===== config.mk =====
export PLATFORM = sky130hd
export DESIGN_NAME = irc_format_code_parser_flat
export DESIGN_NICKNAME = d
export VERILOG_FILES = /design/src/hw/rtl/ifcp_pkg.sv /design/src/hw/rtl/ifcp_if.sv /design/src/hw/rtl/ifcp_step.sv /design/src/hw/rtl/irc_format_code_parser.sv /design/src/flat_wrapper.sv
export SDC_FILE = /design/constraint.sdc
export NUM_CORES = 1
export LEC_CHECK = 0
export BUFFER_PORTS_ARGS = -buffer_cell sky130_fd_sc_hd__buf_2
export CAP_MARGIN = 20
export CORE_MARGIN = 1
export CORE_UTILIZATION = 25
export CTS_CLUSTER_DIAMETER = 60
export DETAILED_ROUTE_END_ITERATION = 6
export PLACE_DENSITY = 0.41
export SYNTH_ARGS = -nofsm -noshare
export SYNTH_HDL_FRONTEND = slang
export SYNTH_SLANG_ARGS = --single-unit

===== constraint.sdc =====
create_clock -name i_clk -period 5.1 [get_ports i_clk]
set_input_delay 0 -clock i_clk [delete_from_list [all_inputs] [get_ports i_clk]]
set_output_delay 0 -clock i_clk [all_outputs]
set_load 0.005 [all_outputs]

===== src/hw/rtl/ifcp_pkg.sv =====
`default_nettype none
// ----------------------------------------------------------------------------
// ifcp_pkg
// Types, byte codes and the color palette of the IRC format code parser.
// ----------------------------------------------------------------------------
package ifcp_pkg;

    // Formatting bytes
    localparam logic [7:0] BYTE_BOLD      = 8'h02;
    localparam logic [7:0] BYTE_COLOR     = 8'h03;
    localparam logic [7:0] BYTE_PLAIN     = 8'h0F;
    localparam logic [7:0] BYTE_UNDERLINE = 8'h1F;
    localparam logic [7:0] BYTE_COMMA     = 8'h2C;
    localparam logic [7:0] BYTE_DIGIT_0   = 8'h30;
    localparam logic [7:0] BYTE_DIGIT_9   = 8'h39;

    // Default colors
    localparam logic [15:0] CLR_WHITE = 16'hFFFF;
    localparam logic [15:0] CLR_BLACK = 16'h0000;

    localparam int unsigned NUM_COLORS = 99;

    // Parse phase of a color code
    typedef enum logic [2:0] {
        PH_IDLE  = 3'd0,
        PH_CTRL  = 3'd1,
        PH_FG1   = 3'd2,
        PH_FG2   = 3'd3,
        PH_COMMA = 3'd4,
        PH_BG1   = 3'd5
    } t_phase;

    // Parser state carried from one item to the next
    typedef struct packed {
        t_phase      phase;
        logic [15:0] fore;
        logic [15:0] back;
        logic        bold;
        logic        underline;
        logic [3:0]  first_digit;
    } t_state;

    localparam t_state STATE_RESET = '{
        phase:       PH_IDLE,
        fore:        CLR_WHITE,
        back:        CLR_BLACK,
        bold:        1'b0,
        underline:   1'b0,
        first_digit: 4'd0
    };

    // Fixed 99-entry RGB565 palette
    localparam logic [15:0] COLOR_TABLE [0:NUM_COLORS-1] = '{
        16'hFFFF, 16'h0000, 16'h0010, 16'h07E0, 16'hF800, 16'h8000, 16'h8010, 16'hFD20,
        16'hFFE0, 16'h9772, 16'h07FF, 16'hE7FF, 16'h001F, 16'hFE19, 16'h8410, 16'hD69A,
        16'h4000, 16'h4100, 16'h4220, 16'h3220, 16'h0220, 16'h0225, 16'h0228, 16'h0128,
        16'h0008, 16'h2808, 16'h4008, 16'h4005, 16'h7000, 16'h71C0, 16'h73A0, 16'h53A0,
        16'h03A0, 16'h03A9, 16'h03AE, 16'h020E, 16'h000E, 16'h480E, 16'h700E, 16'h7008,
        16'hB000, 16'hB300, 16'hB5A0, 16'h7DA0, 16'h05A0, 16'h05AE, 16'h05B6, 16'h0316,
        16'h0016, 16'h7016, 16'hB016, 16'hB00D, 16'hF800, 16'hFC60, 16'hFFE0, 16'hB7E0,
        16'h07E0, 16'h07F4, 16'h07FF, 16'h047F, 16'h001F, 16'hA01F, 16'hF81F, 16'hF813,
        16'hFACB, 16'hFDAB, 16'hFFEE, 16'hCFEC, 16'h6FED, 16'h67F9, 16'h6FFF, 16'h5DBF,
        16'h5ADF, 16'hC2DF, 16'hFB3F, 16'hFAD7, 16'hFCF3, 16'hFE93, 16'hFFF3, 16'hE7F3,
        16'h9FF3, 16'h9FFB, 16'h9FFF, 16'h9E9F, 16'h9CFF, 16'hDCFF, 16'hFCFF, 16'hFCBA,
        16'h0000, 16'h1082, 16'h2945, 16'h31A6, 16'h4A69, 16'h632C, 16'h8410, 16'h9CF3,
        16'hBDF7, 16'hE71C, 16'hFFFF
    };

    // Look up a color code; codes past the palette give white
    function automatic logic [15:0] color_of(input logic [6:0] code);
        logic [15:0] clr;
        if (code < 7'(NUM_COLORS)) begin
            clr = COLOR_TABLE[code];
        end else begin
            clr = CLR_WHITE;
        end
        return clr;
    endfunction

endpackage : ifcp_pkg
`default_nettype wire


===== src/hw/rtl/ifcp_if.sv =====
`default_nettype none
// ----------------------------------------------------------------------------
// ifcp_in_if / ifcp_out_if
// Valid/ready channels for message bytes in and formatted bytes out.
// ----------------------------------------------------------------------------
interface ifcp_in_if;
    logic       valid;
    logic       ready;
    logic [7:0] byte_value;
    logic       first_of_message;

    modport source (output valid, byte_value, first_of_message, input ready);
    modport sink   (input valid, byte_value, first_of_message, output ready);
endinterface : ifcp_in_if

interface ifcp_out_if;
    logic        valid;
    logic        ready;
    logic [7:0]  char_out;
    logic        visible;
    logic [15:0] fg_color;
    logic [15:0] bg_color;
    logic        bold_on;
    logic        underline_on;

    modport source (output valid, char_out, visible, fg_color, bg_color, bold_on,
                    underline_on, input ready);
    modport sink   (input valid, char_out, visible, fg_color, bg_color, bold_on,
                    underline_on, output ready);
endinterface : ifcp_out_if
`default_nettype wire


===== src/hw/rtl/ifcp_step.sv =====
`default_nettype none
// ----------------------------------------------------------------------------
// ifcp_step
// Next parser state and visibility for one byte, given the current state.
// ----------------------------------------------------------------------------
module ifcp_step
    import ifcp_pkg::*;
(
    input  wire t_state     i_state,
    input  wire logic [7:0] i_byte,
    input  wire logic       i_first,
    output t_state          o_state,
    output logic            o_visible
);

    t_state     s_cur;
    logic       is_digit;
    logic [3:0] digit;
    logic [6:0] code_two;
    logic       as_text;

    // Decode digit and the two-digit code
    always_comb begin
        is_digit = (i_byte >= BYTE_DIGIT_0) && (i_byte <= BYTE_DIGIT_9);
        digit    = is_digit ? 4'(i_byte - BYTE_DIGIT_0) : 4'd0;
        code_two = {s_cur.first_digit, 3'b000} + {2'b00, s_cur.first_digit, 1'b0}
                 + {3'b000, digit};
    end

    // Start of message clears state before this byte
    assign s_cur = i_first ? STATE_RESET : i_state;

    // Advance the color code phase, fall back to text handling
    always_comb begin
        o_state   = s_cur;
        o_visible = 1'b0;
        as_text   = 1'b0;
        unique case (s_cur.phase)
            PH_CTRL: begin
                if (is_digit) begin
                    o_state.first_digit = digit;
                    o_state.fore        = color_of({3'b000, digit});
                    o_state.phase       = PH_FG1;
                end else if (i_byte == BYTE_COMMA) begin
                    o_state.phase = PH_COMMA;
                end else begin
                    as_text = 1'b1;
                end
            end
            PH_FG1: begin
                if (is_digit) begin
                    o_state.fore  = color_of(code_two);
                    o_state.phase = PH_FG2;
                end else if (i_byte == BYTE_COMMA) begin
                    o_state.phase = PH_COMMA;
                end else begin
                    as_text = 1'b1;
                end
            end
            PH_FG2: begin
                if (i_byte == BYTE_COMMA) begin
                    o_state.phase = PH_COMMA;
                end else begin
                    as_text = 1'b1;
                end
            end
            PH_COMMA: begin
                if (is_digit) begin
                    o_state.first_digit = digit;
                    o_state.back        = color_of({3'b000, digit});
                    o_state.phase       = PH_BG1;
                end else begin
                    as_text = 1'b1;
                end
            end
            PH_BG1: begin
                if (is_digit) begin
                    o_state.back  = color_of(code_two);
                    o_state.phase = PH_IDLE;
                end else begin
                    as_text = 1'b1;
                end
            end
            default: begin
                as_text = 1'b1;
            end
        endcase

        // Ordinary byte handling; state is untouched on this path so far
        if (as_text) begin
            o_state.phase = PH_IDLE;
            unique case (i_byte)
                BYTE_BOLD: begin
                    o_state.bold = ~s_cur.bold;
                end
                BYTE_UNDERLINE: begin
                    o_state.underline = ~s_cur.underline;
                end
                BYTE_PLAIN: begin
                    o_state.fore      = CLR_WHITE;
                    o_state.back      = CLR_BLACK;
                    o_state.bold      = 1'b0;
                    o_state.underline = 1'b0;
                end
                BYTE_COLOR: begin
                    o_state.fore  = CLR_WHITE;
                    o_state.back  = CLR_BLACK;
                    o_state.phase = PH_CTRL;
                end
                default: begin
                    o_visible = 1'b1;
                end
            endcase
        end
    end

endmodule : ifcp_step
`default_nettype wire


===== src/hw/rtl/irc_format_code_parser.sv =====
`default_nettype none
// ----------------------------------------------------------------------------
// irc_format_code_parser
// IRC formatting-code parser: one result item per message byte.
// ----------------------------------------------------------------------------
// Each accepted byte gives one item with the byte echoed, a visible flag and
// the RGB565 colors, bold and underline in force after that byte. The block
// sustains one item per cycle unless the output stalls; each byte passes
// through the input register and then the result register. The parser state
// is updated in the same cycle the byte moves into the result register, so
// each byte sees the state left by the one before it. A stalled output holds
// its item while one further byte waits in the input register.
// ----------------------------------------------------------------------------
module irc_format_code_parser
    import ifcp_pkg::*;
(
    input  wire logic   i_clk,
    input  wire logic   i_rst_n,
    ifcp_in_if.sink     i_in,
    ifcp_out_if.source  o_out
);

    logic        r_in_valid;
    logic [7:0]  r_in_byte;
    logic        r_in_first;
    logic        r_out_valid;
    logic [7:0]  r_out_char;
    logic        r_out_visible;
    logic [15:0] r_out_fg;
    logic [15:0] r_out_bg;
    logic        r_out_bold;
    logic        r_out_ul;
    t_state      r_state;
    t_state      n_state;
    logic        n_visible;
    logic        advance;
    logic        take_in;

    // Handshake: result register frees when empty or taken
    assign advance    = ~r_out_valid | o_out.ready;
    assign i_in.ready = ~r_in_valid | advance;
    assign take_in    = i_in.valid & i_in.ready;

    ifcp_step u_step (
        .i_state   (r_state),
        .i_byte    (r_in_byte),
        .i_first   (r_in_first),
        .o_state   (n_state),
        .o_visible (n_visible)
    );

    // Input register
    always_ff @(posedge i_clk) begin
        if (!i_rst_n) begin
            r_in_valid <= 1'b0;
        end else if (i_in.ready) begin
            r_in_valid <= i_in.valid;
        end
        if (take_in) begin
            r_in_byte  <= i_in.byte_value;
            r_in_first <= i_in.first_of_message;
        end
    end

    // Parser state and result register
    always_ff @(posedge i_clk) begin
        if (!i_rst_n) begin
            r_out_valid <= 1'b0;
            r_state     <= STATE_RESET;
        end else if (advance) begin
            r_out_valid <= r_in_valid;
            if (r_in_valid) begin
                r_state <= n_state;
            end
        end
        if (advance && r_in_valid) begin
            r_out_char    <= r_in_byte;
            r_out_visible <= n_visible;
            r_out_fg      <= n_state.fore;
            r_out_bg      <= n_state.back;
            r_out_bold    <= n_state.bold;
            r_out_ul      <= n_state.underline;
        end
    end

    assign o_out.valid        = r_out_valid;
    assign o_out.char_out     = r_out_char;
    assign o_out.visible      = r_out_visible;
    assign o_out.fg_color     = r_out_fg;
    assign o_out.bg_color     = r_out_bg;
    assign o_out.bold_on      = r_out_bold;
    assign o_out.underline_on = r_out_ul;

endmodule : irc_format_code_parser
`default_nettype wire


===== src/flat_wrapper.sv =====
// flat-port wrapper written by rule: the top's interface ports become plain ports
module irc_format_code_parser_flat import ifcp_pkg::*;
  (i_clk, i_rst_n, i_in_valid, i_in_byte_value, i_in_first_of_message, i_in_ready, o_out_valid, o_out_char_out, o_out_visible, o_out_fg_color, o_out_bg_color, o_out_bold_on, o_out_underline_on, o_out_ready);
  ifcp_in_if i_in_i ();
  ifcp_out_if o_out_i ();
  input  wire logic i_clk;
  input  wire logic i_rst_n;
  input wire logic [$bits(i_in_i.valid)-1:0] i_in_valid;
  input wire logic [$bits(i_in_i.byte_value)-1:0] i_in_byte_value;
  input wire logic [$bits(i_in_i.first_of_message)-1:0] i_in_first_of_message;
  output wire logic [$bits(i_in_i.ready)-1:0] i_in_ready;
  output wire logic [$bits(o_out_i.valid)-1:0] o_out_valid;
  output wire logic [$bits(o_out_i.char_out)-1:0] o_out_char_out;
  output wire logic [$bits(o_out_i.visible)-1:0] o_out_visible;
  output wire logic [$bits(o_out_i.fg_color)-1:0] o_out_fg_color;
  output wire logic [$bits(o_out_i.bg_color)-1:0] o_out_bg_color;
  output wire logic [$bits(o_out_i.bold_on)-1:0] o_out_bold_on;
  output wire logic [$bits(o_out_i.underline_on)-1:0] o_out_underline_on;
  input wire logic [$bits(o_out_i.ready)-1:0] o_out_ready;
  assign i_in_i.valid = i_in_valid;
  assign i_in_i.byte_value = i_in_byte_value;
  assign i_in_i.first_of_message = i_in_first_of_message;
  assign i_in_ready = i_in_i.ready;
  assign o_out_valid = o_out_i.valid;
  assign o_out_char_out = o_out_i.char_out;
  assign o_out_visible = o_out_i.visible;
  assign o_out_fg_color = o_out_i.fg_color;
  assign o_out_bg_color = o_out_i.bg_color;
  assign o_out_bold_on = o_out_i.bold_on;
  assign o_out_underline_on = o_out_i.underline_on;
  assign o_out_i.ready = o_out_ready;
  irc_format_code_parser u_core (.i_clk(i_clk), .i_rst_n(i_rst_n), .i_in(i_in_i), .o_out(o_out_i));
endmodule

==> results.tsv, run 1 <==
metric	value	unit
pin count of the biggest net entering global routing	62	
clock tree root driver cell	clkbuf_16	
die area	29400	um^2
H-tree lvl count	3	
Final Max Slew Viols	0	
Clock Skew	0.0128	ns
critical setup path kind	reg2reg	
EDFF count, synth	52	
Yosys top cell area share	21.8	%
die width	171	um
outcome	completed	
vias in the first global route	6833	
DR pass1 iterations	5	
pre-CTS WS	0.376	ns
crit path from	u_core.r_in_byte[7]	
Max transition margin	31.9	%
fin cells	1305	
fin worst setup slack	0.234	ns
largest area contributor in the netlist	edfxtp_1	
endpoints failing hold	0	
CTS Hold Bufs	11	
slew of the pin with the lowest slew margin	1.01	ns
synthesis-stage register bit count	95	
via/cell ratio	5.69	
Setup-failing EPs final	0	
Max clock buf depth	2	
synth warn	0	
Setup TNS	0	ns
final hold slack	0.137	ns
synth unique cells	96	
nets	961	
Reg clk slew, reported paths	0.08	ns
CTS buffer count	9	
post-synthesis net count	902	
chip height	171	um
ANT nets after route	0	
Row Count	61	
Mapped Cells	863	
P_leak	2.87	nW
Hold Crit Start	i_rst_n	
unrepaired setup endpoints after global routing	false	
pwr dens	210	nW/um^2
Avg WL per Cell	21.4	um
routability cong.	0.918	
asr flop ratio synth	0	%
post-CTS setup buffers	0	
area delta synth->final	18.1	%
Reg2Reg Launch Point	u_core.r_in_byte[7]	
IO Pins	58	
critical path launch point type	register	
CP arrival	4.94	ns
Total GRT Usage	19.1	%
final wirelength	28.0	mm
CTS tree	yes	
DRT iter0 DRCs	933	
I/O Buffers	57	
cts repair resizes	0	
critical path required time	5.18	ns
fillers	3005	
FMAX	206	MHz
Critical Path End Type	register	
Final min period	4.87	ns
total number of vias	7429	
fin crit share	95.4	%
# clock sinks	95	
Worst Path Max Fanout	27	
Clk Latency, worst-skew pair	0.35	ns
synthesized cell area	7170	um^2
HPWL reported at the end of detailed placement	20.1	mm
Power Total	0.00177	W
# Max-Cap Violations	0	
mean post-synth cell area	8.31	um^2
number of diodes	0	
remaining routing DRC violations	0	
layout cells sized above 1	18.6	%
sequential area share after synthesis	33.8	%
grt ovf	0	
multi-input gate area in the final layout	4360	um^2
top cells by area, synth	edfxtp_1, dfxtp_1, a21oi_1, o21ai_0, nor2_1	
placed cells	1278	
worst min path class	in2reg	
initial antenna violation count	0	
CORE AREA	28000	um^2
Main synth FF type	edfxtp_1	
register area	2420	um^2
Initial Util	25.6	%
VDD IR-drop max	179	uV
first-pass GRT wire length	42.3	mm
==> cells in the mapped netlist, drive strengths merged (11+ instances only) <==
| cell | n |
|---|---|
| nor3 | 48 |
| a31oi | 14 |
| inv | 15 |
| dfxtp | 43 |
| ha | 24 |
| buf | 30 |
| o22ai | 18 |
| a211oi | 22 |
| nand2 | 61 |
| nand3 | 30 |
| o31ai | 13 |
| o21ai | 76 |
| nor2 | 86 |
| a21oi | 75 |
| clkbuf | 44 |
| edfxtp | 52 |
| mux2i | 11 |
| nor2b | 20 |
| nand2b | 12 |
==> worst paths after layout <==
kind                               to  slack, ns  cells after the start
min                u_core.r_state[25]       0.14                      2
min reg2reg         u_core.r_state[8]       0.46                      2
max          u_core.o_out.bg_color[5]       0.23                     15
max reg2reg  u_core.o_out.bg_color[5]       0.23                     15
==> power by group <==
part	switching (W)	leakage [nW]	internal, W	total, W
clock	0.000327	0.156	0.000413	0.000740
combinational	0.000127	1.91	0.0000630	0.000190
sequential	0.0000131	0.807	0.000831	0.000844
total	0.000468	2.87	0.00131	0.00177
==> registers in the layout (all words and copies together) (netlist names) <==
signal / flops
u_core.r_in_byte: 8
u_core.o_out.underline_on: 1
u_core.o_out.bg_color: 16
u_core.o_out.bold_on: 1
u_core.o_out.char_out: 8
u_core.r_in_first: 1
u_core.o_out.visible: 1
u_core.o_out.fg_color: 16
u_core.r_state: 41
u_core.r_in_valid: 1
u_core.o_out.valid: 1
==> area by class of cell <==
| type | instances | share of cell area [%] |
|---|---|---|
| well taps | 378 | 5.59 |
| flip-flops and latches | 95 | 28.6 |
| multi-input cells | 677 | 51.4 |
| clock buffers | 10 | 2.96 |
| repair buffers | 122 | 9.90 |
| clock inverters | 6 | 0.768 |
| inverters | 17 | 0.754 |
==> cell usage in the layout (no fill, tap or decap), types with 14 or more instances in the layout <==
cell | Yosys | routed
nor3_1 | 47 | 47
ha_1 | 24 | 24
nand3_1 | 29 | 29
a21oi_1 | 72 | 72
nor2b_1 | 20 | 20
nand2_1 | 60 | 60
o22ai_1 | 18 | 18
buf_4 | 4 | 51
nor2_1 | 84 | 84
dfxtp_1 | 43 | 43
edfxtp_1 | 52 | 52
a211oi_1 | 19 | 19
o21ai_0 | 68 | 68
inv_1 | 15 | 14
buf_2 | 20 | 57
==> cell families after synthesis <==
logic type	count (synthesis)	synth area share (%)
xor gates and xnor gates	6	1.05
muxes	16	2.79
buffers and inverters	91	5.85
and+or+nand+nor	309	21.3
AOI/OAI and AO/OA	320	30.4
adders and majority gates	26	4.75
DFF	95	33.8
==> through the flow <==
stage	cell area [um^2]	util, %
final	8470	30.2
after global routing	8470	30.2
after CTS	8470	30.2
after detailed placement	8040	28.7
after global placement	8040	28.7
after floorplan	7170	-
==> layer usage <==
layer	share of wire [%]	wire length, um	global-route usage, %	up-vias
li1	-	-	-	3401
met1	47	13100	27.3	3614
met2	43	12100	29.4	372
met3	7.7	2140	3.27	42
met4	2.4	660	5.20	0
met5	0	0	0	-
==> critical path, cell delays in order, from the launching register on <==
cell and delay [ns]:
edfxtp_1 0.46, and4bb_2 0.54, and3_1 0.31, ha_1 0.18
ha_1 0.18, inv_1 0.07, fa_2 0.92, inv_1 0.42
buf_4 0.28, o21ai_0 0.15, nand2_1 0.10, a21oi_1 0.24
o32ai_1 0.13, buf_4 0.17, nor2_1 0.29, nor3_1 0.13
Note: power is estimated with default switching activity, not from simulation.
==> inputs of run 2 (changes only) <==
--- a/config.mk
+++ b/config.mk
@@ -7,11 +7,13 @@
 export LEC_CHECK = 0
 export BUFFER_PORTS_ARGS = -buffer_cell sky130_fd_sc_hd__buf_2
 export CAP_MARGIN = 20
+export CORE_ASPECT_RATIO = 0.8
 export CORE_MARGIN = 1
 export CORE_UTILIZATION = 25
 export CTS_CLUSTER_DIAMETER = 60
 export DETAILED_ROUTE_END_ITERATION = 6
 export PLACE_DENSITY = 0.41
+export REMOVE_ABC_BUFFERS = 1
 export SYNTH_ARGS = -nofsm -noshare
 export SYNTH_HDL_FRONTEND = slang
 export SYNTH_SLANG_ARGS = --single-unit
==> run 2 against run 1 <==
Effect of this change:
- combinational power barely moved
- core utilization down 0.17 points
- design area is 0.18% higher
- largest cell class unchanged
- largest power group unchanged
==> results.tsv, run 2 (synthesized netlist as in run 1, its figures left out) <==
metric	value	unit	change
outcome	completed		
Max clock buf depth	2		unchanged
CORE AREA	28200	um^2	+0.73%
fillers	3058		+1.8%
layout cells sized above 1	19.2	%	+0.61 points
grt ovf	0		unchanged
pre-CTS WS	0.381	ns	+0.00465 ns
Reg2Reg Launch Point	u_core.r_in_byte[6]		
VDD IR-drop max	154	uV	-14%
DRT iter0 DRCs	781		-16%
via/cell ratio	5.67		-0.31%
Worst Hold End	u_core.r_state[25]		
Setup TNS	0	ns	unchanged
worst min path class	in2reg		
P_leak	2.90	nW	+0.83%
unrepaired setup endpoints after global routing	false		
area delta synth->final	18.3	%	
Row Count	55		-9.8%
CP arrival	4.81	ns	-0.13 ns
Worst Reg-to-Reg Cells	13		-2
DR pass1 iterations	5		unchanged
Final Max Slew Viols	0		unchanged
Reg-to-Reg End	u_core.o_out.fg_color[3]		
critical path required time	5.21	ns	+0.03 ns
slew of the pin with the lowest slew margin	1.14	ns	+0.131 ns
ANT nets after route	0		unchanged
HPWL reported at the end of detailed placement	20.7	mm	+2.8%
chip height	153	um	-10%
FF-to-FF setup slack	0.40	ns	+0.17 ns
total number of vias	7400		-0.39%
# clock sinks	95		unchanged
placed cells	1276		-0.16%
CTS buffer count	9		unchanged
endpoints failing hold	0		unchanged
Clock Skew	0.0123	ns	-0.000479 ns
clock tree root driver cell	clkbuf_16		
die area	29400	um^2	about the same
CTS tree	yes		
pin count of the biggest net entering global routing	38		-39%
fin worst setup slack	0.401	ns	+0.167 ns
Initial Util	25.4	%	-0.19 points
Largest Register	u_core.r_state		
FMAX	213	MHz	+3.5%
Worst Path Max Fanout	18		-33%
Clk Latency, worst-skew pair	0.36	ns	about the same
initial antenna violation count	0		unchanged
vias in the first global route	6822		-0.16%
routability cong.	0.941		+2.5%
Setup-failing EPs final	0		unchanged
hold depth	2		unchanged
critical setup path kind	reg2reg		
Hold Crit Start	i_rst_n		
IO Pins	58		unchanged
Critical Path End Type	register		
number of diodes	0		unchanged
cts repair resizes	0		unchanged
Max transition margin	23.0	%	-8.8 points
H-tree lvl count	3		unchanged
nets	968		+0.73%
I/O Buffers	57		unchanged
die width	191	um	+12%
max FFs per register	41		unchanged
Power Total	0.00171	W	-3.7%
Reg clk slew, reported paths	0.07	ns	about the same
remaining routing DRC violations	0		unchanged
Core Util, Final	30.1	%	-0.17 points
Avg WL per Cell	21.8	um	+1.6%
commonest non-fill, non-tap cell in the layout	nor2_1		
Total GRT Usage	19.3	%	+0.11 points
first-pass GRT wire length	42.9	mm	+1.2%
fin crit share	92.1	%	-3.3 points
commonest non-fill, non-tap cells in the layout	nor2_1, a21oi_1, o21ai_0		
final wirelength	28.4	mm	+1.5%
# Max-Cap Violations	0		unchanged
Final min period	4.70	ns	-0.167 ns
fin cells	1304		-0.077%
pwr dens	201	nW/um^2	-3.9%
critical path launch point type	register		
-- run 2: cell types whose count changed in the layout (fill, tap and decap cells not counted) --
cell        delta
buf_12         -1
buf_4          +7
buf_8          +1
bufinv_16      -1
clkbuf_1       +1
clkinv_1       -1
clkinv_4       +1
clkinvlp_4     +1
inv_6          -1
-- run 2: stage by stage --
stage          hold WS [ns]  instance area [um^2]
6_report              0.121                  8480
5_1_grt               0.141                  8480
4_1_cts               0.119                  8470
3_5_place_dp          0.178                  8070
3_3_place_gp          0.177                  8070
2_1_floorplan        0.0650                  6820
-- run 2: worst max path at each step --
stage / startpoint / endpoint / slack [ns]
6_report: u_core.r_in_byte[6] / u_core.o_out.fg_color[3] / 0.40
5_1_grt: u_core.r_in_byte[6] / u_core.o_out.fg_color[3] / 0.11
4_1_cts: u_core.r_in_byte[6] / u_core.o_out.fg_color[3] / 0.37
3_5_place_dp: u_core.r_in_byte[6] / u_core.o_out.fg_color[3] / 0.38
3_3_place_gp: u_core.r_in_byte[6] / u_core.o_out.fg_color[3] / 0.39
2_1_floorplan: u_core.r_in_byte[6] / u_core.o_out.fg_color[6] / -0.32
-- run 2: power by group --
part | leakage [nW] | internal [W] | switching [W]
clock | 0.141 | 0.000363 | 0.000309
sequential | 0.807 | 0.000831 | 0.0000133
combinational | 1.95 | 0.0000640 | 0.000127
-- run 2: final cells by class --
| cell class | instances | area, um^2 | share of cell area [%] |
|---|---|---|---|
| timing repair buffer | 129 | 886 | 10.4 |
| clock inverter | 5 | 38.8 | 0.457 |
| clock buffer | 11 | 254 | 2.99 |
| inverter | 17 | 63.8 | 0.752 |
| sequential | 95 | 2420 | 28.6 |
| tap | 370 | 463 | 5.46 |
| multi-input combinational | 677 | 4360 | 51.3 |
-- run 2: worst max-delay path, stage by stage, from the launching register on --
cell and delay (ns):
edfxtp_1 0.46, and4bb_2 0.43, and3_1 0.28, ha_1 0.18
ha_1 0.18, inv_1 0.07, fa_2 0.86, inv_1 0.36
o21ai_0 0.26, o22ai_1 0.14, a211oi_1 0.53, o21ai_0 0.30
a31oi_1 0.32, nor2_1 0.08
-- run 2: routing by layer --
layer	share of wire, %	wire length [um]	up-vias	global-route usage [%]
li1	-	-	3426	-
met1	49	13900	3574	29.4
met2	40	11400	356	26.3
met3	8.5	2410	44	4.85
met4	2.2	619	0	4.84
met5	0	0	-	0
-- run 2: repair_timing --
item	4_1_cts	5_1_grt
setup buffers	0	0
endpoints found under the hold margin	11	0
hold buffers	11	0
